[src/hw/rtl/ibt_pkg.sv]
// Shared types, constants and codes for the IoU box tracker.
package ibt_pkg;

    localparam int COORD_BITS = 12;
    localparam int HIST       = 3;
    localparam int PW    = COORD_BITS;       // position
    localparam int SW    = COORD_BITS + 1;   // size
    localparam int EW    = COORD_BITS + 2;   // right/bottom edge and extents
    localparam int AW    = 2 * EW;           // areas
    localparam int PRW   = 2 * AW;           // full multiplier product
    localparam int SUMW  = EW + 4;           // tenths-weighted corner sums
    localparam int QW    = EW + 1;           // sum / 10
    localparam int DIV_S = SUMW + 4;
    localparam logic [AW-1:0] DIV_R = AW'(((64'd1 << DIV_S) + 64'd9) / 64'd10);
    localparam int CFGW   = 25;
    localparam int MILLIW = 10;
    localparam logic [MILLIW-1:0] IOU_SCALE = MILLIW'(1000);
    localparam int ADDRW = 5;
    localparam int DATAW = 32;
    localparam logic [1:0] FRAMES_WARM = 2'(HIST);

    localparam logic [2:0] REG_FRAME_AREA  = 3'd0;
    localparam logic [2:0] REG_MIN_AREA    = 3'd1;
    localparam logic [2:0] REG_WARMUP_AREA = 3'd2;
    localparam logic [2:0] REG_AREA_LIMIT  = 3'd3;
    localparam logic [2:0] REG_FOUR_MILLI  = 3'd4;
    localparam logic [2:0] REG_TWO_MILLI   = 3'd5;

    localparam logic [2:0] CH_WARM   = 3'd0;
    localparam logic [2:0] CH_KEEP   = 3'd1;
    localparam logic [2:0] CH_BLEND4 = 3'd2;
    localparam logic [2:0] CH_HIST   = 3'd3;
    localparam logic [2:0] CH_NONE   = 3'd4;

    typedef struct packed {
        logic          box_present;
        logic [PW-1:0] box_left;
        logic [PW-1:0] box_top;
        logic [SW-1:0] box_width;
        logic [SW-1:0] box_height;
        logic          end_of_frame;
    } in_t;

    typedef struct packed {
        logic [PW-1:0] sel_left;
        logic [PW-1:0] sel_top;
        logic [SW-1:0] sel_width;
        logic [SW-1:0] sel_height;
        logic [2:0]    choice;
        logic          sel_valid;
    } out_t;

    typedef struct packed {
        logic [PW-1:0] l;
        logic [PW-1:0] t;
        logic [SW-1:0] w;
        logic [SW-1:0] h;
    } box_t;

    typedef struct packed {
        logic [CFGW-1:0]   frame_area;
        logic [CFGW-1:0]   min_box_area;
        logic [CFGW-1:0]   warmup_box_area;
        logic [CFGW-1:0]   area_change_limit;
        logic [MILLIW-1:0] four_box_iou_milli;
        logic [MILLIW-1:0] two_box_iou_milli;
    } cfg_t;

    typedef enum logic [4:0] {
        OP_NONE, OP_LOAD, OP_CAREA, OP_WARM_UPD, OP_EXT_PC, OP_MUL_I, OP_MUL_U,
        OP_CMP_A, OP_CMP_B, OP_BEST_UPD, OP_WARM_OUT, OP_ACT, OP_PA, OP_AA,
        OP_EXT4, OP_EXT_PA, OP_T_A, OP_T_B, OP_PASS, OP_BLEND, OP_DIV, OP_FINAL
    } op_t;

    typedef enum logic [4:0] {
        S_IDLE, S_CAREA, S_CFILT, S_PEXT, S_PI, S_PU, S_PXA, S_PXB, S_PUPD,
        S_EOF, S_WOUT, S_ACT, S_PA, S_AA, S_E4, S_I4, S_U4, S_T4A, S_T4B,
        S_PS4, S_E2, S_I2, S_U2, S_T2A, S_T2B, S_PS2, S_BLEND, S_DIV, S_FIN
    } state_t;

    typedef struct packed {
        op_t        op;
        logic       sel4;
        logic [1:0] idx;
    } cmd_t;

    typedef struct packed {
        logic cand_ok;
        logic warm_phase;
        logic eof;
        logic out_busy;
    } status_t;

endpackage

[src/hw/rtl/ibt_regs.sv]
// Configuration register file with APB-style access.
module ibt_regs (
    input  logic                       aclk,
    input  logic                       aresetn,
    input  logic                       psel,
    input  logic                       penable,
    input  logic                       pwrite,
    input  logic [ibt_pkg::ADDRW-1:0]  paddr,
    input  logic [ibt_pkg::DATAW-1:0]  pwdata,
    output logic [ibt_pkg::DATAW-1:0]  prdata,
    output logic                       pready,
    output ibt_pkg::cfg_t              cfg
);
    import ibt_pkg::*;

    cfg_t       cfg_reg;
    logic [2:0] ridx;
    logic       wr_en;

    assign pready = 1'b1;
    assign ridx   = paddr[ADDRW-1:2];
    assign wr_en  = psel && penable && pwrite && pready;
    assign cfg    = cfg_reg;

    always_ff @(posedge aclk) begin
        if (!aresetn) begin
            cfg_reg.frame_area         <= CFGW'(307200);
            cfg_reg.min_box_area       <= CFGW'(1000);
            cfg_reg.warmup_box_area    <= CFGW'(3000);
            cfg_reg.area_change_limit  <= CFGW'(20000);
            cfg_reg.four_box_iou_milli <= MILLIW'(300);
            cfg_reg.two_box_iou_milli  <= MILLIW'(430);
        end else if (wr_en) begin
            unique case (ridx)
                REG_FRAME_AREA:  cfg_reg.frame_area         <= pwdata[CFGW-1:0];
                REG_MIN_AREA:    cfg_reg.min_box_area       <= pwdata[CFGW-1:0];
                REG_WARMUP_AREA: cfg_reg.warmup_box_area    <= pwdata[CFGW-1:0];
                REG_AREA_LIMIT:  cfg_reg.area_change_limit  <= pwdata[CFGW-1:0];
                REG_FOUR_MILLI:  cfg_reg.four_box_iou_milli <= pwdata[MILLIW-1:0];
                REG_TWO_MILLI:   cfg_reg.two_box_iou_milli  <= pwdata[MILLIW-1:0];
                default: ;
            endcase
        end
    end

    always_comb begin
        unique case (ridx)
            REG_FRAME_AREA:  prdata = DATAW'(cfg_reg.frame_area);
            REG_MIN_AREA:    prdata = DATAW'(cfg_reg.min_box_area);
            REG_WARMUP_AREA: prdata = DATAW'(cfg_reg.warmup_box_area);
            REG_AREA_LIMIT:  prdata = DATAW'(cfg_reg.area_change_limit);
            REG_FOUR_MILLI:  prdata = DATAW'(cfg_reg.four_box_iou_milli);
            REG_TWO_MILLI:   prdata = DATAW'(cfg_reg.two_box_iou_milli);
            default:         prdata = '0;
        endcase
    end

endmodule

[config.mk]
export PLATFORM = sky130hd
export DESIGN_NAME = ibt_regs
export DESIGN_NICKNAME = d
export VERILOG_FILES = /design/src/hw/rtl/ibt_pkg.sv /design/src/hw/rtl/ibt_regs.sv
export SDC_FILE = /design/constraint.sdc
export NUM_CORES = 1
export LEC_CHECK = 0
export ABC_CLOCK_PERIOD_IN_PS = 1440
export BUFFER_PORTS_ARGS = -buffer_cell sky130_fd_sc_hd__buf_2
export CORE_ASPECT_RATIO = 1.2
export CORE_MARGIN = 3
export CORE_UTILIZATION = 50
export CTS_CLUSTER_SIZE = 28
export DETAILED_ROUTE_END_ITERATION = 8
export HOLD_SLACK_MARGIN = 0.15
export PLACE_DENSITY = 0.8
export SETUP_SLACK_MARGIN = 0.15
export SKIP_CTS_REPAIR_TIMING = 1
export SLEW_MARGIN = 20
export SYNTH_ARGS = -nofsm -noshare
export SYNTH_HDL_FRONTEND = slang
export SYNTH_SLANG_ARGS = --single-unit
[constraint.sdc]
create_clock -name aclk -period 1.44 [get_ports aclk]
set_clock_uncertainty 0.15 [all_clocks]
set_input_delay 0.072 -clock aclk [delete_from_list [all_inputs] [get_ports aclk]]
set_output_delay 0.072 -clock aclk [all_outputs]
set_load 0.05 [all_outputs]
==> flow_metrics.env, run 1 <==
export IMPL_outcome="finished, violations left"
export IMPL_violations="negative hold slack, negative setup slack"
export IMPL_min_to="cfg[75]"
export IMPL_ys_seq_area_frac=0.430
export IMPL_slowest_stage="mux4_2"
export IMPL_synthToLayoutAreaGrowth_pct=56.8
export IMPL_num_antenna_cells=0
export IMPL_multi_input_area_sq_um=3310
export IMPL_yosysWarnings=0
export IMPL_reg2reg_to="cfg[18]"
export IMPL_cp_required_ps=1220
export IMPL_grt_pass1_wl_mm=26.8
export IMPL_synth_most_common_cell="dfxtp_1"
export IMPL_ios=195
export IMPL_die_h_microns=122
export IMPL_reg2reg_from="cfg[18]"
export IMPL_post_dp_hpwl_mm=12.2
export IMPL_fin_worst_hold_slack_ps=-177
export IMPL_h_tree_depth=4
export IMPL_initialDrtViolationCount=379
export IMPL_grt_pass1_vias=5213
export IMPL_fin_nets=833
export IMPL_maxCapViolations=0
export IMPL_core_sq_um=10700
export IMPL_end_kind="primary output"
export IMPL_synthTopCellsByCount="dfxtp_1 (120), nand2_1 (118), mux2i_1 (104)"
export IMPL_maxSlewViolCount=0
export IMPL_critPathMaxFanout=3
export IMPL_hold_path_cell_count=2
export IMPL_largest_register_ffs=120
export IMPL_setup_violations=25
export IMPL_grt_start_max_net_pins=59
export IMPL_gr_total_overflow=0
export IMPL_regArea_sq_um=2610
export IMPL_r2r_slack_ps=480
export IMPL_finalHoldViolCount=8
export IMPL_root_buffer="clkbuf_16"
export IMPL_cts_inserted_buffers=17
export IMPL_ys_ff_latch=120
export IMPL_avgRoutedWirePerCell_microns=20.6
export IMPL_rows=41
export IMPL_synth_edf_count=0
export IMPL_synth_area_sq_um=5590
export IMPL_critical_path_max_stage_delay_ps=460
export IMPL_p_leak_nw=4.02
export IMPL_worst_slack_ps=-320
export IMPL_die_area_sq_um=12500
export IMPL_die_x_microns=103
export IMPL_numClockSinks=120
export IMPL_min_delay_start="aresetn"
export IMPL_drive_above_1_share=0.577
export IMPL_worstRegToRegCells=2
export IMPL_cts_tree="built"
export IMPL_intPower_w=0.00689
export IMPL_insertion_delay_ps=410
export IMPL_ant_nets=0
export IMPL_async_flop_share=0
export IMPL_p_sw_frac=0.241
export IMPL_combinationalPowerShare=0.127
export IMPL_nFillCells=564
export IMPL_gp_congestion=0.867
export IMPL_seq_power_share=0.368
export IMPL_finalNonFillerCells=932
export IMPL_netlist_area_leader_share=0.430
export IMPL_path_cells="mux4_2 > nor2b_4 > buf_6"
export IMPL_routed_via_density=5.81
export IMPL_power_density_cell_area_nw_per_um2=1040
export IMPL_drt_wl_total_mm=19.2
export IMPL_crit_arrival_ps=1540
export IMPL_synth_ff_type="dfxtp_1"
export IMPL_clk_pin_slew_ps=60
export IMPL_netlist_instances=556
export IMPL_critPathKind="reg2out"
export IMPL_min_period_ps=1760
export IMPL_total_switching_power_w=0.00219
export IMPL_irDropWorstVdd_mv=0.739
export IMPL_avgSynthCellArea_sq_um=10.1
export IMPL_hold_class="in2reg"
export IMPL_cts_max_path_buffers=2
export IMPL_synth_cell_types=39
export IMPL_antenna_found_initial=0
export IMPL_finalCritPeriodShare=1.22
export IMPL_num_vias=5412
export IMPL_port_buffers=177
export IMPL_initial_utilization=0.521
export IMPL_worst_setup_path_start_kind="flip-flop"
export IMPL_drc_errors=0
export IMPL_firstDrtPassIters=7
export IMPL_grt_util_all_layers=0.280
export IMPL_rsz0062_at_grt="true"
export IMPL_dp_cells=861
export IMPL_yosys_top_cells_area="dfxtp_1 (43%), mux2i_1 (19%), nand2_1 (7.9%), mux4_2 (6.0%), nor2b_1 (2.9%)"
export IMPL_yosysTopAreaCell="dfxtp_1"
export IMPL_timing_fmax_mhz=568
export IMPL_power_frac_clock=0.505
## worst max path at each step
stage | start | to | slack [ps] | depth (start not counted)
6_report | cfg[60] | prdata[15] | -320 | 3
5_1_grt | cfg[35] | prdata[15] | -350 | 3
4_1_cts | cfg[1] | prdata[1] | -410 | 4
3_5_place_dp | paddr[3] | cfg[104] | -120 | 6
3_3_place_gp | paddr[2] | prdata[1] | -40 | 6
2_1_floorplan | cfg[4] | prdata[4] | 140 | 3
## cell type report
type	count	share of cell area
Clock inverter	10	0.0198
Timing Repair Buffer	263	0.227
Sequential cell	120	0.298
Multi-Input combinational cell	374	0.377
Tap cell	129	0.0184
Clock buffer	21	0.0525
Inverter	15	0.00643
## power by group through the flow
stage	sequential, W	clock [W]	combinational, W
final	0.00334	0.00458	0.00116
after global routing	0.00334	0.00473	0.00121
after CTS	0.00334	0.00460	0.000992
after detailed placement	0.00341	0	0.000984
after global placement	0.00340	0	0.000966
after floorplan	0.00350	0	0.000627
## placed cells by master (no fill, tap or decap), drive strengths merged, types with 6 or more instances in the layout
| master | instances |
|---|---|
| o221ai | 6 |
| buf | 231 |
| conb | 8 |
| clkbuf | 25 |
| nand2 | 118 |
| mux4 | 15 |
| o311ai | 6 |
| o211ai | 18 |
| o21ai | 23 |
| dfxtp | 120 |
| nor2b | 26 |
| dlygate4sd3 | 28 |
| a22oi | 9 |
| mux2i | 104 |
| mux2 | 12 |
| inv | 15 |
## worst max-delay path: cells and delay by family (launching register included)
| family | cells | cell delay, ps |
|---|---|---|
| multiplexers | 1 | 460 |
| AND/OR/NAND/NOR | 1 | 150 |
| flip-flops | 1 | 350 |
| buffers and inverters | 1 | 160 |
## kinds of logic (layout without fill, tap and decap cells)
| logic type | count (synthesis) | count (layout) | synth area share |
|---|---|---|---|
| multiplexers | 131 | 131 | 0.271 |
| flip-flops | 120 | 120 | 0.430 |
| buffers and inverters | 68 | 309 | 0.0669 |
| other | 2 | 8 | 0.00134 |
| AO/OA/AOI/OAI | 72 | 72 | 0.0936 |
| AND/OR/NAND/NOR | 163 | 163 | 0.137 |
## metrics by stage
stage / TNS, ps / setup slack (ps) / cell area, sq um / total power, W / utilization
after global placement: -602 / -36.8 / 7420 / 0.00437 / 0.692
after CTS: -8170 / -409 / 8060 / 0.00893 / 0.751
final: -6140 / -320 / 8760 / 0.00908 / 0.817
after detailed placement: -2190 / -117 / 7420 / 0.00439 / 0.692
after floorplan: 0 / 141 / 6260 / 0.00413 / -
after global routing: -7000 / -350 / 8760 / 0.00928 / 0.817
## routing by layer
metal,up-vias,share of wire,GRT usage
met4,0,0.036,0.149
met1,2626,0.37,0.313
li1,2420,-,-
met5,-,0,0
met3,63,0.081,0.0722
met2,303,0.51,0.481
No activity file was read; power rests on OpenSTA's default activity.
==> run 2: changes to the inputs <==
Settings changed: ABC_AREA set to 0, SKIP_CTS_REPAIR_TIMING 1 to unset, SLEW_MARGIN 20 to 10.
==> run 2 against run 1 <==
Effect of this change: the run still ends with negative hold slack, negative setup slack left; maximum frequency increased by 1.0%; worst setup slack improved by 18 ps; sequential share of layout area decreased by 1.8 points; final cell count increased by 4.4%; global-route usage increased by 6.5 points; clock power about the same; clock-buffer cell count unchanged; flip-flop and latch count unchanged; utilization increased by 5.2 points; die area unchanged; design area increased by 6.3%; wire length increased by 12%; critical path type unchanged; highest routed layer unchanged.
==> flow_metrics.env, run 2 (same netlist as run 1, synthesis figures left out) <==
export IMPL_outcome="finished, violations left"
export IMPL_violations="negative hold slack, negative setup slack"
export IMPL_cts_inserted_buffers=17
export IMPL_maxCapViolations=0
export IMPL_critPathMaxFanout=3
export IMPL_cts_tree="built"
export IMPL_p_leak_nw=4.29
export IMPL_gr_total_overflow=0
export IMPL_cts_max_path_buffers=2
export IMPL_fin_tns_setup_ps=-6150
export IMPL_h_tree_depth=4
export IMPL_gp_congestion=0.867
export IMPL_end_kind="primary output"
export IMPL_irDropWorstVdd_mv=0.707
export IMPL_finalHoldViolCount=8
export IMPL_hold_path_cell_count=2
export IMPL_timing_fmax_mhz=574
export IMPL_grt_start_max_net_pins=59
export IMPL_ios=195
export IMPL_avgRoutedWirePerCell_microns=22.1
export IMPL_worst_setup_path_start_kind="flip-flop"
export IMPL_ant_nets=0
export IMPL_drt_wl_total_mm=21.5
export IMPL_reg2reg_to="cfg[34]"
export IMPL_numClockSinks=120
export IMPL_num_vias=5678
export IMPL_die_area_sq_um=12500
export IMPL_min_period_ps=1740
export IMPL_final_cell_mix="nand2_1 (113), mux2i_1 (103), buf_4 (103)"
export IMPL_clk_pin_slew_ps=60
export IMPL_port_buffers=177
export IMPL_maxSlewViolCount=0
export IMPL_die_x_microns=103
export IMPL_firstDrtPassIters=5
export IMPL_synthToLayoutAreaGrowth_pct=66.7
export IMPL_power_density_cell_area_nw_per_um2=981
export IMPL_reg2reg_from="cfg[34]"
export IMPL_antenna_found_initial=0
export IMPL_drc_errors=0
export IMPL_rows=41
export IMPL_fin_worst_hold_slack_ps=-176
export IMPL_rsz0062_at_grt="true"
export IMPL_postLayoutCoreUtil=0.869
export IMPL_crit_arrival_ps=1520
export IMPL_finalCritPeriodShare=1.21
export IMPL_r2r_slack_ps=310
export IMPL_critPathKind="reg2out"
export IMPL_min_to="cfg[75]"
export IMPL_worstRegToRegCells=3
export IMPL_core_sq_um=10700
export IMPL_layout_commonest_cell="nand2_1"
export IMPL_die_h_microns=122
export IMPL_setup_violations=25
export IMPL_grt_pass1_wl_mm=32.6
export IMPL_drive_above_1_share=0.597
export IMPL_initial_utilization=0.521
export IMPL_routed_via_density=5.84
export IMPL_num_antenna_cells=0
export IMPL_min_delay_start="aresetn"
export IMPL_cp_required_ps=1220
export IMPL_power_w=0.00914
export IMPL_root_buffer="clkbuf_16"
export IMPL_grt_pass1_vias=6053
export IMPL_grt_util_all_layers=0.345
export IMPL_hold_class="in2reg"
export IMPL_fin_nets=874
export IMPL_largest_register_ffs=120
export IMPL_insertion_delay_ps=420
export IMPL_post_dp_hpwl_mm=12.2
export IMPL_worst_slack_ps=-302
export IMPL_initialDrtViolationCount=355
[run 2: cell type report]
type / count / area [sq um]
Multi-Input combinational cell: 374 / 3310
Sequential cell: 120 / 2610
Timing Repair Buffer: 304 / 2540
Fill cell: 458 / 1410
Clock buffer: 21 / 460
Clock inverter: 10 / 174
Tap cell: 129 / 161
Inverter: 15 / 56.3
[run 2: routing by layer]
| metal | GRT usage | part of all wire | wire length (microns) | vias to the layer above |
|---|---|---|---|---|
| li1 | - | - | - | 2495 |
| met4 | 0.178 | 0.039 | 842 | 0 |
| met5 | 0 | 0 | 0 | - |
| met2 | 0.605 | 0.53 | 11300 | 307 |
| met3 | 0.0865 | 0.074 | 1580 | 82 |
| met1 | 0.378 | 0.36 | 7710 | 2794 |
[run 2: what timing repair did]
item,CTS,global route
setup endpoints to repair,28,73
setup buffers,42,10
pin swaps,14,6
hold endpoints to repair,120,76
hold buffers,45,1
resized for setup,136,47
[run 2: worst max path at each step]
stage | slack (ps) | cells past startpoint | end | startpoint
floorplan | 140 | 3 | prdata[4] | cfg[4]
CTS | -300 | 3 | prdata[15] | cfg[85]
global route | -350 | 3 | prdata[22] | cfg[42]
global placement | -40 | 6 | prdata[1] | paddr[2]
finish | -300 | 3 | prdata[22] | cfg[42]
detailed placement | -120 | 6 | cfg[104] | paddr[3]
[run 2: power breakdown]
group / switching (W) / internal [W] / leakage, nW
logic: 0.000730 / 0.000468 / 2.98
registers: 0.0000245 / 0.00331 / 1.01
clock network: 0.00148 / 0.00313 / 0.306
total: 0.00224 / 0.00691 / 4.29
[run 2: per-stage QoR]
step,hold WS [ps],setup WS [ps],instances,instance area [sq um]
6_report,-176,-302,973,9320
3_3_place_gp,174,-36.8,861,7420
2_1_floorplan,56.6,141,562,6260
3_5_place_dp,191,-117,861,7420
4_1_cts,-197,-303,979,9250
5_1_grt,-172,-345,973,9320
[run 2: worst max-delay path: stages, from the launching register on]
cell and delay [ps]:
dfxtp_2 340, mux4_2 460, nor2b_4 140, buf_6 160
==> run 3: changes to the inputs <==
Settings changed: HOLD_SLACK_MARGIN 0.15 to 0.03, PLACE_DENSITY 0.8 to 0.86, REMOVE_ABC_BUFFERS set to 1.
==> run 3 against run 2 <==
Effect of this change: the run ends with negative setup slack left; sequential power up 1%; clock-buffer cell count down 3; clock power increased by 2%; utilization decreased by 3.2 points.
==> flow_metrics.env, run 3 (same netlist as run 1, synthesis figures left out) <==
export IMPL_min_period_ps=1790
export IMPL_grt_util_all_layers=0.310
export IMPL_rsz0062_at_grt="true"
export IMPL_min_delay_start="psel"
export IMPL_maxCapViolations=0
export IMPL_crit_arrival_ps=1570
export IMPL_preCtsSetupSlack_ps=-124
export IMPL_cts_inserted_buffers=17
export IMPL_die_area_sq_um=12500
export IMPL_drive_above_1_share=0.514
export IMPL_rows=41
export IMPL_grt_pass1_vias=5886
export IMPL_avgRoutedWirePerCell_microns=22.0
export IMPL_h_tree_depth=4
export IMPL_routed_via_density=6.03
export IMPL_relSlewSlack=0.661
export IMPL_initial_utilization=0.521
export IMPL_violations="negative setup slack"
export IMPL_largest_register_ffs=120
export IMPL_initialDrtViolationCount=315
export IMPL_post_dp_hpwl_mm=11.8
export IMPL_reg2reg_from="cfg[102]"
export IMPL_worstRegToRegCells=5
export IMPL_ant_nets=0
export IMPL_critPathMaxFanout=3
export IMPL_min_to="cfg[34]"
export IMPL_antenna_found_initial=1
export IMPL_insertion_delay_ps=410
export IMPL_worst_pin_slew_ps=508
export IMPL_cts_tree="built"
export IMPL_grt_pass1_wl_mm=30.0
export IMPL_synthToLayoutAreaGrowth_pct=60.6
export IMPL_cts_max_path_buffers=2
export IMPL_finalCritPeriodShare=1.25
export IMPL_r2r_slack_ps=400
export IMPL_timing_fmax_mhz=558
export IMPL_port_buffers=177
export IMPL_final_cell_mix="buf_4 (121), nand2_1 (114), mux2i_1 (104)"
export IMPL_numClockSinks=120
export IMPL_power_w=0.00920
export IMPL_finalHoldViolCount=0
export IMPL_ios=195
export IMPL_firstDrtPassIters=5
export IMPL_core_sq_um=10700
export IMPL_maxSlewViolCount=0
export IMPL_power_density_cell_area_nw_per_um2=1030
export IMPL_die_x_microns=103
export IMPL_worst_slack_ps=-353
export IMPL_outcome="finished, violations left"
export IMPL_num_vias=5833
export IMPL_p_leak_nw=4.21
export IMPL_fin_worst_hold_slack_ps=78.3
export IMPL_hold_class="in2reg"
export IMPL_critPathKind="reg2out"
export IMPL_clk_pin_slew_ps=60
export IMPL_hold_path_cell_count=5
export IMPL_drc_errors=0
export IMPL_end_kind="primary output"
export IMPL_die_h_microns=122
export IMPL_fin_nets=868
export IMPL_worst_setup_path_start_kind="flip-flop"
export IMPL_setup_violations=25
export IMPL_reg2reg_to="cfg[102]"
export IMPL_layout_commonest_cell="buf_4"
export IMPL_gr_total_overflow=0
export IMPL_root_buffer="clkbuf_16"
export IMPL_gp_congestion=0.887
export IMPL_cp_required_ps=1220
export IMPL_drt_wl_total_mm=21.3
export IMPL_grt_start_max_net_pins=64
export IMPL_nFillCells=534
export IMPL_irDropWorstVdd_mv=0.836
==> run 3: changes by cell type in the layout (fill, tap and decap cells not counted), sizes merged <==
cell,delta
buf,-30
clkinv,+2
clkbuf,+24
diode,+1
dlymetal6s4s,-1
clkinvlp,+1
dlygate4sd3,-2
==> run 3: how the worst max path moves through the flow <==
stage,from,endpoint,slack (ps),cells past startpoint
3_3_place_gp,paddr[4],prdata[4],-50,6
3_5_place_dp,paddr[3],cfg[94],-120,7
4_1_cts,cfg[38],prdata[18],-290,3
6_report,cfg[4],prdata[4],-350,4
2_1_floorplan,cfg[14],prdata[4],-510,3
5_1_grt,cfg[14],prdata[4],-400,4
==> run 3: area by class of cell <==
type                    count  area (sq um)  share of cell area
clock inverters            13           203              0.0226
repair buffers            298          2540               0.283
inverters                  15          56.3             0.00627
clock buffers              18           439              0.0489
well taps                 129           161              0.0180
multi-input cells         374          3090               0.345
diodes                      1          2.50            0.000279
flip-flops and latches    120          2480               0.276
==> run 3: timing repair <==
action,in CTS,in global routing
endpoints found under the setup margin,37,96
pin swaps,9,6
gates resized for setup,181,115
cloned,0,2
hold buffers,26,0
setup buffers,34,11
hold endpoints to repair,118,0
==> run 3: worst max-delay path, stage by stage, from the launching register on <==
cell     delay (ps)
dfxtp_2         330
mux2_1          290
a22oi_1         190
a21oi_1         130
buf_4           210
==> run 3: where the power goes <==
group	internal, W	total [W]	switching [W]
clock network	0.00310	0.00468	0.00158
logic	0.000444	0.00114	0.000701
registers	0.00335	0.00338	0.0000251
total	0.00689	0.00920	0.00231
==> run 3: routing by layer <==
metal  global-route usage  part of all wire  up-vias
li1                     -                 -     2488
met1                0.348              0.35     2863
met2                0.538              0.52      394
met3               0.0813             0.087       88
met4                0.148             0.045        0
met5                    0                 0        -
==> run 3: stage by stage <==
step           area [sq um]  utilization  TNS [ps]  instances
2_1_floorplan          5290            -    -33660        509
3_3_place_gp           6850        0.639     -1360        863
3_5_place_dp           6850        0.639     -3840        863
4_1_cts                8510        0.794     -6040        954
5_1_grt                8970        0.837     -7120        968
6_report               8970        0.837     -6410        968
