$ cat src/hw/rtl/ibt_pkg.sv
// Shared types, constants and codes for the IoU box tracker.
package ibt_pkg;

    localparam int COORD_BITS = 12;
    localparam int HIST       = 3;
    localparam int PW    = COORD_BITS;       // position
    localparam int SW    = COORD_BITS + 1;   // size
    localparam int EW    = COORD_BITS + 2;   // right/bottom edge and extents
    localparam int AW    = 2 * EW;           // areas
    localparam int PRW   = 2 * AW;           // full multiplier product
    localparam int SUMW  = EW + 4;           // tenths-weighted corner sums
    localparam int QW    = EW + 1;           // sum / 10
    localparam int DIV_S = SUMW + 4;
    localparam logic [AW-1:0] DIV_R = AW'(((64'd1 << DIV_S) + 64'd9) / 64'd10);
    localparam int CFGW   = 25;
    localparam int MILLIW = 10;
    localparam logic [MILLIW-1:0] IOU_SCALE = MILLIW'(1000);
    localparam int ADDRW = 5;
    localparam int DATAW = 32;
    localparam logic [1:0] FRAMES_WARM = 2'(HIST);

    localparam logic [2:0] REG_FRAME_AREA  = 3'd0;
    localparam logic [2:0] REG_MIN_AREA    = 3'd1;
    localparam logic [2:0] REG_WARMUP_AREA = 3'd2;
    localparam logic [2:0] REG_AREA_LIMIT  = 3'd3;
    localparam logic [2:0] REG_FOUR_MILLI  = 3'd4;
    localparam logic [2:0] REG_TWO_MILLI   = 3'd5;

    localparam logic [2:0] CH_WARM   = 3'd0;
    localparam logic [2:0] CH_KEEP   = 3'd1;
    localparam logic [2:0] CH_BLEND4 = 3'd2;
    localparam logic [2:0] CH_HIST   = 3'd3;
    localparam logic [2:0] CH_NONE   = 3'd4;

    typedef struct packed {
        logic          box_present;
        logic [PW-1:0] box_left;
        logic [PW-1:0] box_top;
        logic [SW-1:0] box_width;
        logic [SW-1:0] box_height;
        logic          end_of_frame;
    } in_t;

    typedef struct packed {
        logic [PW-1:0] sel_left;
        logic [PW-1:0] sel_top;
        logic [SW-1:0] sel_width;
        logic [SW-1:0] sel_height;
        logic [2:0]    choice;
        logic          sel_valid;
    } out_t;

    typedef struct packed {
        logic [PW-1:0] l;
        logic [PW-1:0] t;
        logic [SW-1:0] w;
        logic [SW-1:0] h;
    } box_t;

    typedef struct packed {
        logic [CFGW-1:0]   frame_area;
        logic [CFGW-1:0]   min_box_area;
        logic [CFGW-1:0]   warmup_box_area;
        logic [CFGW-1:0]   area_change_limit;
        logic [MILLIW-1:0] four_box_iou_milli;
        logic [MILLIW-1:0] two_box_iou_milli;
    } cfg_t;

    typedef enum logic [4:0] {
        OP_NONE, OP_LOAD, OP_CAREA, OP_WARM_UPD, OP_EXT_PC, OP_MUL_I, OP_MUL_U,
        OP_CMP_A, OP_CMP_B, OP_BEST_UPD, OP_WARM_OUT, OP_ACT, OP_PA, OP_AA,
        OP_EXT4, OP_EXT_PA, OP_T_A, OP_T_B, OP_PASS, OP_BLEND, OP_DIV, OP_FINAL
    } op_t;

    typedef enum logic [4:0] {
        S_IDLE, S_CAREA, S_CFILT, S_PEXT, S_PI, S_PU, S_PXA, S_PXB, S_PUPD,
        S_EOF, S_WOUT, S_ACT, S_PA, S_AA, S_E4, S_I4, S_U4, S_T4A, S_T4B,
        S_PS4, S_E2, S_I2, S_U2, S_T2A, S_T2B, S_PS2, S_BLEND, S_DIV, S_FIN
    } state_t;

    typedef struct packed {
        op_t        op;
        logic       sel4;
        logic [1:0] idx;
    } cmd_t;

    typedef struct packed {
        logic cand_ok;
        logic warm_phase;
        logic eof;
        logic out_busy;
    } status_t;

endpackage

$ cat src/hw/rtl/ibt_ctrl.sv
// Sequencer that steps the datapath through candidate and frame-end work.
module ibt_ctrl (
    input  logic              aclk,
    input  logic              aresetn,
    input  logic              s_valid,
    output logic              s_ready,
    input  ibt_pkg::status_t  status,
    output ibt_pkg::cmd_t     cmd
);
    import ibt_pkg::*;

    state_t     state_reg, state_next;
    logic [1:0] div_cnt_reg, div_cnt_next;

    always_ff @(posedge aclk) begin
        if (!aresetn) begin
            state_reg   <= S_IDLE;
            div_cnt_reg <= 2'd0;
        end else begin
            state_reg   <= state_next;
            div_cnt_reg <= div_cnt_next;
        end
    end

    always_comb begin
        state_next   = state_reg;
        div_cnt_next = div_cnt_reg;
        s_ready      = 1'b0;
        cmd.op       = OP_NONE;
        cmd.sel4     = 1'b0;
        cmd.idx      = div_cnt_reg;
        unique case (state_reg)
            S_IDLE: begin
                s_ready = 1'b1;
                if (s_valid) begin
                    cmd.op     = OP_LOAD;
                    state_next = S_CAREA;
                end
            end
            S_CAREA: begin
                cmd.op     = OP_CAREA;
                state_next = S_CFILT;
            end
            S_CFILT: begin
                cmd.op     = OP_WARM_UPD;
                state_next = (status.cand_ok && !status.warm_phase) ? S_PEXT : S_EOF;
            end
            S_PEXT: begin cmd.op = OP_EXT_PC;   state_next = S_PI;   end
            S_PI:   begin cmd.op = OP_MUL_I;    state_next = S_PU;   end
            S_PU:   begin cmd.op = OP_MUL_U;    state_next = S_PXA;  end
            S_PXA:  begin cmd.op = OP_CMP_A;    state_next = S_PXB;  end
            S_PXB:  begin cmd.op = OP_CMP_B;    state_next = S_PUPD; end
            S_PUPD: begin cmd.op = OP_BEST_UPD; state_next = S_EOF;  end
            S_EOF: begin
                priority if (!status.eof) state_next = S_IDLE;
                else if (status.warm_phase) state_next = S_WOUT;
                else state_next = S_ACT;
            end
            S_WOUT: begin
                if (!status.out_busy) begin
                    cmd.op     = OP_WARM_OUT;
                    state_next = S_IDLE;
                end
            end
            S_ACT:  begin cmd.op = OP_ACT;    state_next = S_PA;  end
            S_PA:   begin cmd.op = OP_PA;     state_next = S_AA;  end
            S_AA:   begin cmd.op = OP_AA;     state_next = S_E4;  end
            S_E4:   begin cmd.op = OP_EXT4;   state_next = S_I4;  end
            S_I4:   begin cmd.op = OP_MUL_I;  state_next = S_U4;  end
            S_U4:   begin cmd.op = OP_MUL_U;  state_next = S_T4A; end
            S_T4A:  begin cmd.op = OP_T_A;    state_next = S_T4B; end
            S_T4B: begin
                cmd.op     = OP_T_B;
                cmd.sel4   = 1'b1;
                state_next = S_PS4;
            end
            S_PS4:  begin cmd.op = OP_PASS;   state_next = S_E2;  end
            S_E2:   begin cmd.op = OP_EXT_PA; state_next = S_I2;  end
            S_I2:   begin cmd.op = OP_MUL_I;  state_next = S_U2;  end
            S_U2:   begin cmd.op = OP_MUL_U;  state_next = S_T2A; end
            S_T2A:  begin cmd.op = OP_T_A;    state_next = S_T2B; end
            S_T2B:  begin cmd.op = OP_T_B;    state_next = S_PS2; end
            S_PS2:  begin cmd.op = OP_PASS;   state_next = S_BLEND; end
            S_BLEND: begin
                cmd.op       = OP_BLEND;
                div_cnt_next = 2'd0;
                state_next   = S_DIV;
            end
            S_DIV: begin
                cmd.op       = OP_DIV;
                div_cnt_next = div_cnt_reg + 2'd1;
                if (div_cnt_reg == 2'd3) state_next = S_FIN;
            end
            S_FIN: begin
                if (!status.out_busy) begin
                    cmd.op     = OP_FINAL;
                    state_next = S_IDLE;
                end
            end
            default: state_next = S_IDLE;
        endcase
    end

    a_no_overwrite: assert property (@(posedge aclk) disable iff (!aresetn)
        (cmd.op == OP_FINAL || cmd.op == OP_WARM_OUT) |-> !status.out_busy)
        else $error("result loaded over a pending beat");
    a_mid_frame_idle: assert property (@(posedge aclk) disable iff (!aresetn)
        (state_reg == S_EOF && !status.eof) |=> state_reg == S_IDLE)
        else $error("mid-frame item did not return to idle");
    a_div_four: assert property (@(posedge aclk) disable iff (!aresetn)
        (state_reg == S_FIN && $past(state_reg) == S_DIV) |-> $past(div_cnt_reg) == 2'd3)
        else $error("divide sequence cut short");

endmodule

$ cat config.mk
export PLATFORM = sky130hd
export DESIGN_NAME = ibt_ctrl
export DESIGN_NICKNAME = d
export VERILOG_FILES = /design/src/hw/rtl/ibt_pkg.sv /design/src/hw/rtl/ibt_ctrl.sv
export SDC_FILE = /design/constraint.sdc
export NUM_CORES = 1
export LEC_CHECK = 0
export BUFFER_PORTS_ARGS = -buffer_cell sky130_fd_sc_hd__buf_4
export CAP_MARGIN = 20
export CORE_UTILIZATION = 47
export CTS_BUF_LIST = sky130_fd_sc_hd__clkbuf_8
export CTS_CLUSTER_DIAMETER = 30
export DETAILED_ROUTE_END_ITERATION = 10
export GPL_TIMING_DRIVEN = 0
export PLACE_DENSITY = 0.69
export SLEW_MARGIN = 10
export SYNTH_ARGS = -nofsm -noshare
export SYNTH_HDL_FRONTEND = slang
export SYNTH_SLANG_ARGS = --single-unit
$ cat constraint.sdc
create_clock -name aclk -period 1.6 [get_ports aclk]
set_input_delay 0.24 -clock aclk [delete_from_list [all_inputs] [get_ports aclk]]
set_output_delay 0.24 -clock aclk [all_outputs]
set_load 0.05 [all_outputs]
==> results of run 1 <==
-- synth_stat cells (all sizes together), types with 3 or more instances --
master and number:
nand2 8, nor2b 6, nand3 3, or3 3
buf 11, o211ai 3, a211oi 3, nor2 9
inv 5, o21ai 8, nor3 6, nand2b 3
o32ai 3, a21oi 7, dfxtp 7
-- per-layer routing --
layer | part of all wire, % | vias to the layer above
li1 | - | 534
met1 | 40 | 557
met2 | 46 | 109
met3 | 11 | 19
met4 | 3.4 | 0
met5 | 0 | -
-- worst paths after layout --
check                              start                           to  slack, ns  depth (start not counted)
max            state_reg[1]$_SDFFE_PN0P_                       cmd[4]      -0.31                          6
min reg2reg  div_cnt_reg[1]$_SDFFE_PN0P_  div_cnt_reg[1]$_SDFFE_PN0P_       0.52                          2
min                              aresetn    state_reg[3]$_SDFFE_PN0P_       0.28                          2
max reg2reg    state_reg[4]$_SDFFE_PN0P_    state_reg[1]$_SDFFE_PN0P_       0.07                          5
-- worst max-delay path, cell delays in order, from the launching register on --
cell      delay [ns]
dfxtp_4         0.37
buf_6           0.15
buf_6           0.15
a22oi_1         0.23
o22ai_1         0.19
a21boi_4        0.18
buf_6           0.17
-- placed cells by master, fill, tap and decap left out, types with 3 or more instances in the layout --
cell and n:
a21oi_1 3, a21oi_2 4, buf_4 29, buf_6 10, buf_8 5, clkbuf_8 3
dfxtp_4 4, inv_1 3, inv_2 3, nand2_1 8, nand3_1 3, nor2_1 7
nor2b_1 4, nor3_1 3, o211ai_1 3, o21ai_0 5
-- cell type report --
cell class / count / area share (%)
well taps: 25 / 2.14
clock inverters: 1 / 0.257
inverters: 5 / 1.28
multi-input cells: 97 / 54.2
repair buffers: 35 / 20.3
flip-flops and latches: 7 / 10.7
plain buffers: 11 / 8.30
clock buffers: 3 / 2.83
-- per-stage QoR --
stage                     worst slack (ns)  utilization, %
after floorplan                     -0.174               -
after global placement              -0.280            63.4
after detailed placement            -0.290            63.4
after CTS                           -0.253            75.0
after global routing                -0.375            84.6
final                               -0.315            84.6
-- power by group --
group	switching, W	internal (W)	total, W
logic	0.000486	0.000390	0.000876
clock network	0.0000729	0.000165	0.000238
registers	0.0000422	0.000196	0.000239
total	0.000601	0.000752	0.00135
-- kinds of logic after synthesis --
logic type / share of synthesized area (%)
and+or+nand+nor: 30.5
muxes: 3.58
DFF: 16.0
adders and majority gates: 2.57
xor gates and xnor gates: 1.86
AOI/OAI and AO/OA: 35.2
buffers and inverters: 10.3
-- timing repair --
| action | in CTS | in global routing |
|---|---|---|
| setup buffers | 8 | 11 |
| pin swaps | 8 | 9 |
| endpoints found under the setup margin | 8 | 7 |
| hold endpoints to repair | 0 | 0 |
| cloned | 1 | 0 |
| gates resized for setup | 28 | 29 |
==> flow_summary.yaml, run 1 <==
power:
  vdd_drop_max_uv: 939
  power_density_nw_per_um2: 926
  finalPower_w: 0.00135
  p_leak_nw: 0.584
route:
  dr.pass1.iters: 4
  drtAntennaViolNets: 0
  via_per_inst: 6.63
  wl_mm: 3.54
  drtIter0Drc: 122
  wl_per_cell_um: 19.2
  via_count: 1219
  drc: 0
layout:
  multi_input_area_sq_um: 792
  nNetsFinal: 168
  drive_gt1_share_pct: 53.5
  area_growth_pct: 67.1
  postLayoutCellArea_sq_um: 1460
  largest_register_ffs: 5
  n_antenna_cell: 0
  fin_cells: 184
  fill_cells: 90
  seq_area_sq_um: 156
outcome:
  status: "finished, violations left"
  failed_checks: "setup timing"
logic_synthesis:
  synth_seq_area_share_pct: 16.0
  yosysWarnings: 0
  avgSynthCellArea_sq_um: 7.17
  synth_edf_count: 0
  async_flop_share_pct: 0
  synth_top_area_share_pct: 16.0
  yosys_most_used_dff: "dfxtp_1"
  syn-cell-area_sq_um: 875
  synth_top_cells_by_area: "dfxtp_1 (16%), buf_2 (5.2%), nor2b_1 (4.3%)"
  ys_ff_latch: 7
  ys_types: 49
  syn-num-nets: 130
  netlist_instances: 122
  yosys.area.top_type: "dfxtp_1"
cts:
  cts_tree: "yes"
  cts_root_buf: "clkbuf_8"
  clk_transition_reported_paths_ns: 0.04
  clock_sink_count: 7
  clk_latency_ns: 0.23
  cts_buffer_depth: 2
  htreeDepth: 1
  ctsHoldBuffers: 0
  cts_buffers: 3
grt:
  grt_max_degree: 11
  grtUsageMet2_pct: 46.1
  grt_overflow: 0
  gr-usage-met1_pct: 39.4
  grt_pass1_wl_mm: 4.46
  grtUsageMet3_pct: 10.0
  busiest_layer: "met2"
  globalRouteTotalUtil_pct: 30.1
  first_global_vias: 997
  antenna_found_initial: 0
sta:
  tightest_slew_ns: 0.457
  fmaxAchievable_mhz: 522
  fin_tns_setup_ns: -1.25
  fin_ws_ns: -0.315
  slew_viol_final: 0
  fin_crit_sh_pct: 120
  skew_ns: 0.00130
  hold_viol: 0
  fin_hold_ws_ns: 0.282
  min_period_ns: 1.91
  finalSetupViolCount: 6
  max_slew_margin_pct: 69.3
  rsz0062_at_grt: "yes"
job:
  cap_violations: 0
critical_path:
  cp-start-kind: "flip-flop"
  cp_max_fo: 10
  crit_required_ns: 1.36
  end_kind: "primary output"
  worstPathArrival_ns: 1.67
  crit_type: "reg -> out"
place:
  io_buffers: 15
  postPlaceCellArea_sq_um: 1090
  hpwlAfterDp_mm: 1.81
  globalplace.congestion: 0.891
  post-place-cells: 162
die:
  die_area_sq_um: 2040
  rows: 15
  chipHeight_um: 45.1
  die_w_um: 45.1
  start_util_pct: 50.7
  ios: 16
  core_sq_um: 1730
worst_hold_path:
  worstHoldPathType: "in -> reg"
Power figures use the tool's default switching activity.
==> run 2, diff against run 1 <==
Settings changed: PLACE_DENSITY 0.69 to 0.76.
==> run 2 against run 1 <==
The run still ends with setup timing left. Worst hold slack better by 0.0030 ns. Sequential share of layout area is 0.85 points lower. Sequential power is 12% lower. Count of clock-buffer cells in the layout stayed put. Non-clock buffer count is 1 lower. Flip-flop and latch count stayed put. Clock skew is 0.00084 ns higher.
==> flow_summary.yaml, run 2 (synthesis results as in run 1) <==
place:
  io_buffers: 15
  globalplace.congestion: 0.918
  hpwlAfterDp_mm: 1.89
  post-place-cells: 162
sta:
  max_slew_margin_pct: 75.9
  fin_ws_ns: -0.302
  slew_viol_final: 0
  skew_ns: 0.00214
  fin_tns_setup_ns: -1.34
  fin_hold_ws_ns: 0.285
  min_period_ns: 1.90
  hold_viol: 0
  fmaxAchievable_mhz: 526
  tightest_slew_ns: 0.360
  fin_crit_sh_pct: 119
  rsz0062_at_grt: "yes"
  finalSetupViolCount: 6
route:
  drtAntennaViolNets: 0
  dr.pass1.iters: 4
  drtIter0Drc: 80
  drc: 0
  wl_mm: 3.43
  via_per_inst: 6.46
  via_count: 1183
  wl_per_cell_um: 18.7
power:
  clkPwrFrac_pct: 17.2
  p_leak_nw: 0.596
  p_seq_share_pct: 15.2
  combinationalPowerShare_pct: 67.6
  vdd_drop_max_uv: 843
  power_density_nw_per_um2: 907
  p_sw_w: 0.000616
  p_sw_share_pct: 44.5
  finalPower_w: 0.00138
  internal-power_w: 0.000767
grt:
  antenna_found_initial: 0
  gr-usage-met1_pct: 42.5
  globalRouteTotalUtil_pct: 33.1
  grt_pass1_wl_mm: 4.88
  grt_overflow: 0
  grt_max_degree: 11
  first_global_vias: 1037
  grtUsageMet2_pct: 51.6
  busiest_layer: "met2"
  grtUsageMet3_pct: 5.20
outcome:
  failed_checks: "setup timing"
  status: "finished, violations left"
die:
  start_util_pct: 50.7
  die_area_sq_um: 2040
  die_w_um: 45.1
  core_sq_um: 1730
  ios: 16
  chipHeight_um: 45.1
  rows: 15
critical_path:
  cp-start-kind: "flip-flop"
  crit_type: "reg -> out"
  worstPathArrival_ns: 1.66
  end_kind: "primary output"
  crit_required_ns: 1.36
  cp_max_fo: 7
cts:
  ctsHoldBuffers: 0
  cts_tree: "yes"
  clk_transition_reported_paths_ns: 0.04
  cts_root_buf: "clkbuf_8"
  clock_sink_count: 7
  clk_latency_ns: 0.23
  cts_buffer_depth: 2
  htreeDepth: 1
  cts_buffers: 3
layout:
  fin_cells: 183
  final_common_cell: "buf_4"
  largest_register_ffs: 5
  drive_gt1_share_pct: 57.6
  n_antenna_cell: 0
  nNetsFinal: 167
  area_growth_pct: 74.2
  layout_common_cells: "buf_4 (22), buf_6 (17), nand2_1 (7), nor2_1 (7)"
  fill_cells: 82
job:
  cap_violations: 0
worst_hold_path:
  worstHoldPathType: "in -> reg"
-- run 2: cell types whose count changed in the layout (fill, tap and decap cells not counted), sizes merged --
cell,previous run,this run
buf,45,44
-- run 2: worst paths after layout --
check,startpoint,to,slack (ns),depth (start not counted)
min reg2reg,div_cnt_reg[1]$_SDFFE_PN0P_,div_cnt_reg[1]$_SDFFE_PN0P_,0.50,2
max reg2reg,state_reg[3]$_SDFFE_PN0P_,state_reg[0]$_SDFFE_PN0P_,0.02,7
min,aresetn,state_reg[3]$_SDFFE_PN0P_,0.29,2
max,state_reg[3]$_SDFFE_PN0P_,cmd[4],-0.30,7
-- run 2: layer usage --
metal	wire [um]	vias up
met4	209	0
met3	303	22
met1	1320	544
met5	0	-
met2	1590	87
li1	-	530
-- run 2: power groups by stage --
| stage | clock network [W] | registers [W] | logic (W) |
|---|---|---|---|
| floorplan | 0 | 0.000202 | 0.000498 |
| global placement | 0 | 0.000204 | 0.000640 |
| detailed placement | 0 | 0.000205 | 0.000644 |
| CTS | 0.000244 | 0.000204 | 0.000798 |
| global route | 0.000251 | 0.000212 | 0.000976 |
| finish | 0.000237 | 0.000211 | 0.000934 |
-- run 2: cell type report --
| class | count | area [sq um] | area share, % |
|---|---|---|---|
| Clock buffer | 3 | 41.3 | 2.71 |
| Buffer | 11 | 118 | 7.72 |
| Sequential cell | 7 | 150 | 9.85 |
| Inverter | 5 | 18.8 | 1.23 |
| Tap cell | 25 | 31.3 | 2.05 |
| Multi-Input combinational cell | 97 | 850 | 55.7 |
| Clock inverter | 1 | 3.75 | 0.246 |
| Timing Repair Buffer | 34 | 312 | 20.4 |
-- run 2: what timing repair did --
| action | 4_1_cts | 5_1_grt |
|---|---|---|
| setup buffers | 12 | 7 |
| pin swaps | 9 | 8 |
| resized for setup | 40 | 29 |
| endpoints found under the setup margin | 8 | 7 |
-- run 2: worst max-delay path, cell delays in order (launching register included) --
cell	delay, ns
dfxtp_2	0.31
buf_6	0.13
buf_6	0.13
a22oi_2	0.20
nor2_1	0.09
a221oi_2	0.19
a21boi_4	0.21
buf_6	0.17
-- run 2: through the flow --
stage | area [sq um] | utilization (%) | worst slack, ns
CTS | 1370 | 79.1 | -0.276
detailed placement | 1090 | 63.4 | -0.235
global route | 1520 | 88.3 | -0.370
finish | 1520 | 88.3 | -0.302
global placement | 1090 | 63.4 | -0.242
floorplan | 951 | - | -0.174
==> run 3, diff against run 2 <==
--- a/config.mk
+++ b/config.mk
@@ -6,4 +6,5 @@
 export NUM_CORES = 1
 export LEC_CHECK = 0
+export ABC_AREA = 1
 export BUFFER_PORTS_ARGS = -buffer_cell sky130_fd_sc_hd__buf_4
 export CAP_MARGIN = 20
==> constraint.sdc (replaced) <==
create_clock -name aclk -period 1.6 [get_ports aclk]
set_input_delay 0.24 -clock aclk [delete_from_list [all_inputs] [get_ports aclk]]
set_output_delay 0.24 -clock aclk [all_outputs]
set_load 0.02 [all_outputs]
==> run 3 against run 2 <==
The flow now stops in global routing. Synthesized area rose by 1.1%. Synthesized cell count grew 39%.
==> flow_summary.yaml, run 3 <==
outcome:
  status: "aborted with a tool error"
  failing_step: "global routing"
  error_line: "[ERROR DPL-0038] Utilization greater than 100%, impossible to legalize"
logic_synthesis:
  synth_top_cells_by_area: "nand2_1 (20%), dfxtp_1 (16%), nor2_1 (14%)"
  yosys.area.top_type: "nand2_1"
  async_flop_share_pct: 0
  syn-num-nets: 178
  synth_common_cells: "nand2_1 (46), nor2_1 (33), inv_1 (24)"
  netlist_instances: 170
  syn-cell-area_sq_um: 885
  yosysMostFrequentCell: "nand2_1"
  yosys_most_used_dff: "dfxtp_1"
  ys_types: 23
  synth_top_area_share_pct: 19.5
  yosysWarnings: 0
  synth_edf_count: 0
  avgSynthCellArea_sq_um: 5.20
  ys_ff_latch: 7
  synth_seq_area_share_pct: 15.8
die:
  start_util_pct: 50.7
  ios: 16
  chipHeight_um: 45.4
  rows: 15
  die_w_um: 45.4
sta:
  postGrtWorstEndpoint: "cmd[7]"
  endpoint_type: "primary output"
cts:
  cts_root_buf: "clkbuf_8"
  clock_sink_count: 7
  ctsHoldBuffers: 0
  cts_buffer_depth: 2
  cts_buffers: 3
  htreeDepth: 1
grt:
  grt_max_degree: 9
place:
  globalplace.congestion: 0.982
  io_buffers: 15
  hpwlAfterDp_mm: 2.05
==> run 3: cell count changes after synthesis, moves of 4 or more <==
cell | before | now
nor2b_1 | 6 | 0
nor2_1 | 9 | 33
nand2_1 | 8 | 46
nand4_1 | 0 | 4
nand3_1 | 3 | 15
inv_1 | 3 | 24
buf_2 | 9 | 2
==> run 3: timing repair <==
| item | in CTS |
|---|---|
| pin swaps | 19 |
| setup buffers | 20 |
| endpoints found under the setup margin | 10 |
| resized for setup | 74 |
==> run 3: logic make-up after synthesis <==
kind of cell,after synthesis,synth area share [%]
fa+ha+maj,1,1.41
compound gates,21,12.9
flops,7,15.8
buf+inv,28,13.0
simple gates,113,56.9
==> run 3: through the flow <==
stage               std cells  cell area, sq um  hold slack [ns]  setup slack, ns  setup TNS (ns)
floorplan                 170               885            0.378           0.0465               0
global placement          210              1030            0.472           -0.209          -0.846
detailed placement        210              1030            0.480           -0.226          -0.878
CTS                       234              1470            0.281           -0.156          -0.681
==> run 4, diff against run 3 <==
Settings changed: CORE_AREA set to 2 2 63 65, CORE_UTILIZATION 47 to not set, CTS_BUF_LIST sky130_fd_sc_hd__clkbuf_8 to not set, CTS_CLUSTER_DIAMETER 30 to not set, DIE_AREA set to 0 0 65 67, PLACE_DENSITY 0.76 to not set, PLACE_DENSITY_LB_ADDON set to 0.15.
==> run 4 against run 3 <==
The flow now finishes, with violations (setup timing). Synthesized area stayed put. Synthesized cell count stayed put.
==> flow_summary.yaml, run 4 <==
worst_hold_path:
  hold_start: "aresetn"
  min_path_cells: 3
  min_to: "state_reg[2]$_SDFFE_PN0P_"
  worstHoldPathType: "in -> reg"
critical_path:
  cp-start-kind: "flip-flop"
  worstReg2RegEnd: "state_reg[3]$_SDFFE_PN0P_"
  path_cells: "nand2_2 -> nor2_2 -> nand2_1 -> inv_1 -> nor2_2 -> buf_4 -> nand3_1 -> buf_6"
  timing.reg2reg.setup_slack_ns: -0.14
  path_buf_inv: 3
  cp_max_fo: 8
  r2r_cells: 12
  crit_type: "reg -> out"
  cpPeakStageDelay_ns: 0.43
  worstPathArrival_ns: 1.58
  end_kind: "primary output"
  critPathMostFrequentCell: "nor2_2"
  cpLargestDelayFamily: "simple AND/OR/NAND/NOR gates"
  crit_path_top_delay_cell: "dfxtp_4"
  r2r-start: "state_reg[2]$_SDFFE_PN0P_"
  crit_required_ns: 1.36
cts:
  ctsHoldBuffers: 0
  clk_latency_ns: 0.23
  cts_tree: "yes"
  cts_buffers: 3
  clock_sink_count: 7
  clk_transition_reported_paths_ns: 0.04
  cts_buffer_depth: 2
  htreeDepth: 1
  cts_root_buf: "clkbuf_8"
power:
  p_seq_share_pct: 18.4
  internal-power_w: 0.000894
  vdd_drop_max_uv: 461
  p_sw_w: 0.000986
  p_leak_nw: 0.756
  combinationalPowerShare_pct: 67.9
  clkPwrFrac_pct: 13.6
  power_density_nw_per_um2: 1300
  p_sw_share_pct: 52.4
die:
  start_util_pct: 24.5
  core_sq_um: 3610
  rows: 22
  ios: 16
  die_w_um: 65
  die_area_sq_um: 4360
  chipHeight_um: 67
logic_synthesis:
  synth_top_cells_by_area: "nand2_1 (20%), dfxtp_1 (16%), nor2_1 (14%)"
  syn-cell-area_sq_um: 885
  ys_types: 23
  yosysMostFrequentCell: "nand2_1"
  ys_ff_latch: 7
  yosys_most_used_dff: "dfxtp_1"
  async_flop_share_pct: 0
  synth_common_cells: "nand2_1 (46), nor2_1 (33), inv_1 (24)"
  yosysWarnings: 0
  synth_edf_count: 0
  syn-num-nets: 178
  synth_seq_area_share_pct: 15.8
  netlist_instances: 170
  synth_top_area_share_pct: 19.5
  yosys.area.top_type: "nand2_1"
  avgSynthCellArea_sq_um: 5.20
sta:
  finalSetupViolCount: 6
  fin_ws_ns: -0.219
  tightest_slew_ns: 0.275
  hold_viol: 0
  skew_ns: 0.00362
  rsz0062_at_grt: "yes"
  slew_viol_final: 0
  fmaxAchievable_mhz: 550
  min_period_ns: 1.82
  max_slew_margin_pct: 81.6
  fin_crit_sh_pct: 114
layout:
  layout_common_cells: "nand2_1 (39), buf_4 (31), nor2_1 (21)"
  n_antenna_cell: 0
  multi_input_area_sq_um: 800
  seq_area_sq_um: 156
  postLayoutCellArea_sq_um: 1450
  drive_gt1_share_pct: 44.4
  nNetsFinal: 216
  final_common_cell: "nand2_1"
  area_growth_pct: 63.9
  largest_register_ffs: 5
  fill_cells: 382
grt:
  grt_max_degree: 9
  globalRouteTotalUtil_pct: 15.9
  grt_overflow: 0
  first_global_vias: 1241
  grt_pass1_wl_mm: 5.35
  antenna_found_initial: 0
place:
  io_buffers: 15
  pre_cts_ws_ns: -0.286
  globalplace.congestion: 0.871
  postPlaceCellArea_sq_um: 1060
  hpwlAfterDp_mm: 2.37
route:
  dr.pass1.iters: 4
  via_per_inst: 5.00
  wl_mm: 3.44
  drtAntennaViolNets: 0
  via_count: 1276
  drc: 0
  wl_per_cell_um: 13.5
  drtIter0Drc: 133
outcome:
  status: "finished, violations left"
  failed_checks: "setup timing"
job:
  cap_violations: 0
-- run 4: cell counts after synthesis --
Identical to the previous run, type by type.
-- run 4: worst max-delay path by stage --
stage / startpoint / end / slack [ns] / cells after the start
global placement: state_reg[1]$_SDFFE_PN0P_ / cmd[7] / -0.34 / 6
floorplan: state_reg[4]$_SDFFE_PN0P_ / cmd[6] / 0.05 / 6
detailed placement: state_reg[1]$_SDFFE_PN0P_ / cmd[7] / -0.29 / 6
CTS: state_reg[4]$_SDFFE_PN0P_ / cmd[5] / -0.16 / 9
finish: state_reg[2]$_SDFFE_PN0P_ / cmd[5] / -0.22 / 8
global route: state_reg[2]$_SDFFE_PN0P_ / cmd[5] / -0.29 / 8
-- run 4: metal layers --
layer | routed length [um] | up-vias | GRT usage (%)
li1 | - | 620 | -
met3 | 188 | 19 | 2.87
met1 | 1360 | 577 | 17.8
met4 | 163 | 0 | 8.24
met2 | 1730 | 60 | 28.5
met5 | 0 | - | 0
-- run 4: power by group through the flow --
stage | sequential [W] | clock (W) | combinational (W)
CTS | 0.000341 | 0.000259 | 0.00115
finish | 0.000347 | 0.000256 | 0.00128
global placement | 0.000266 | 0 | 0.00104
detailed placement | 0.000270 | 0 | 0.00103
global route | 0.000355 | 0.000271 | 0.00139
floorplan | 0.000255 | 0 | 0.000702
-- run 4: logic make-up (layout without fill, tap and decap cells) --
group / count (synthesis) / after routing / synth area share [%]
compound gates: 21 / 21 / 12.9
fa+ha+maj: 1 / 1 / 1.41
buf+inv: 28 / 65 / 13.0
flops: 7 / 7 / 15.8
simple gates: 113 / 113 / 56.9
-- run 4: through the flow --
stage          TNS [ns]  cells  utilization, %  hold WS, ns  total power, W
2_1_floorplan         0    170               -        0.378        0.000957
3_3_place_gp      -1.32    233            29.3        0.484         0.00131
3_5_place_dp      -1.07    233            29.3        0.496         0.00130
4_1_cts          -0.848    250            37.3        0.271         0.00175
5_1_grt           -1.56    255            40.2        0.280         0.00202
6_report          -1.13    255            40.2        0.269         0.00188
-- run 4: repair_timing --
item,in CTS,in global routing
setup buffers,14,5
gates resized for setup,53,19
pin swaps,13,9
endpoints found under the setup margin,9,9
-- run 4: worst min-delay path, stage by stage --
cell and delay, ns:
buf_4 0.12, o21ai_1 0.06, nor2_1 0.04
-- run 4: final cells by class --
| class | count | share of cell area (%) |
|---|---|---|
| sequential | 7 | 10.8 |
| tap | 48 | 4.14 |
| timing repair buffer | 34 | 18.4 |
| multi-input combinational | 135 | 55.1 |
| buffer | 2 | 1.81 |
| inverter | 25 | 6.64 |
| clock buffer | 4 | 3.11 |
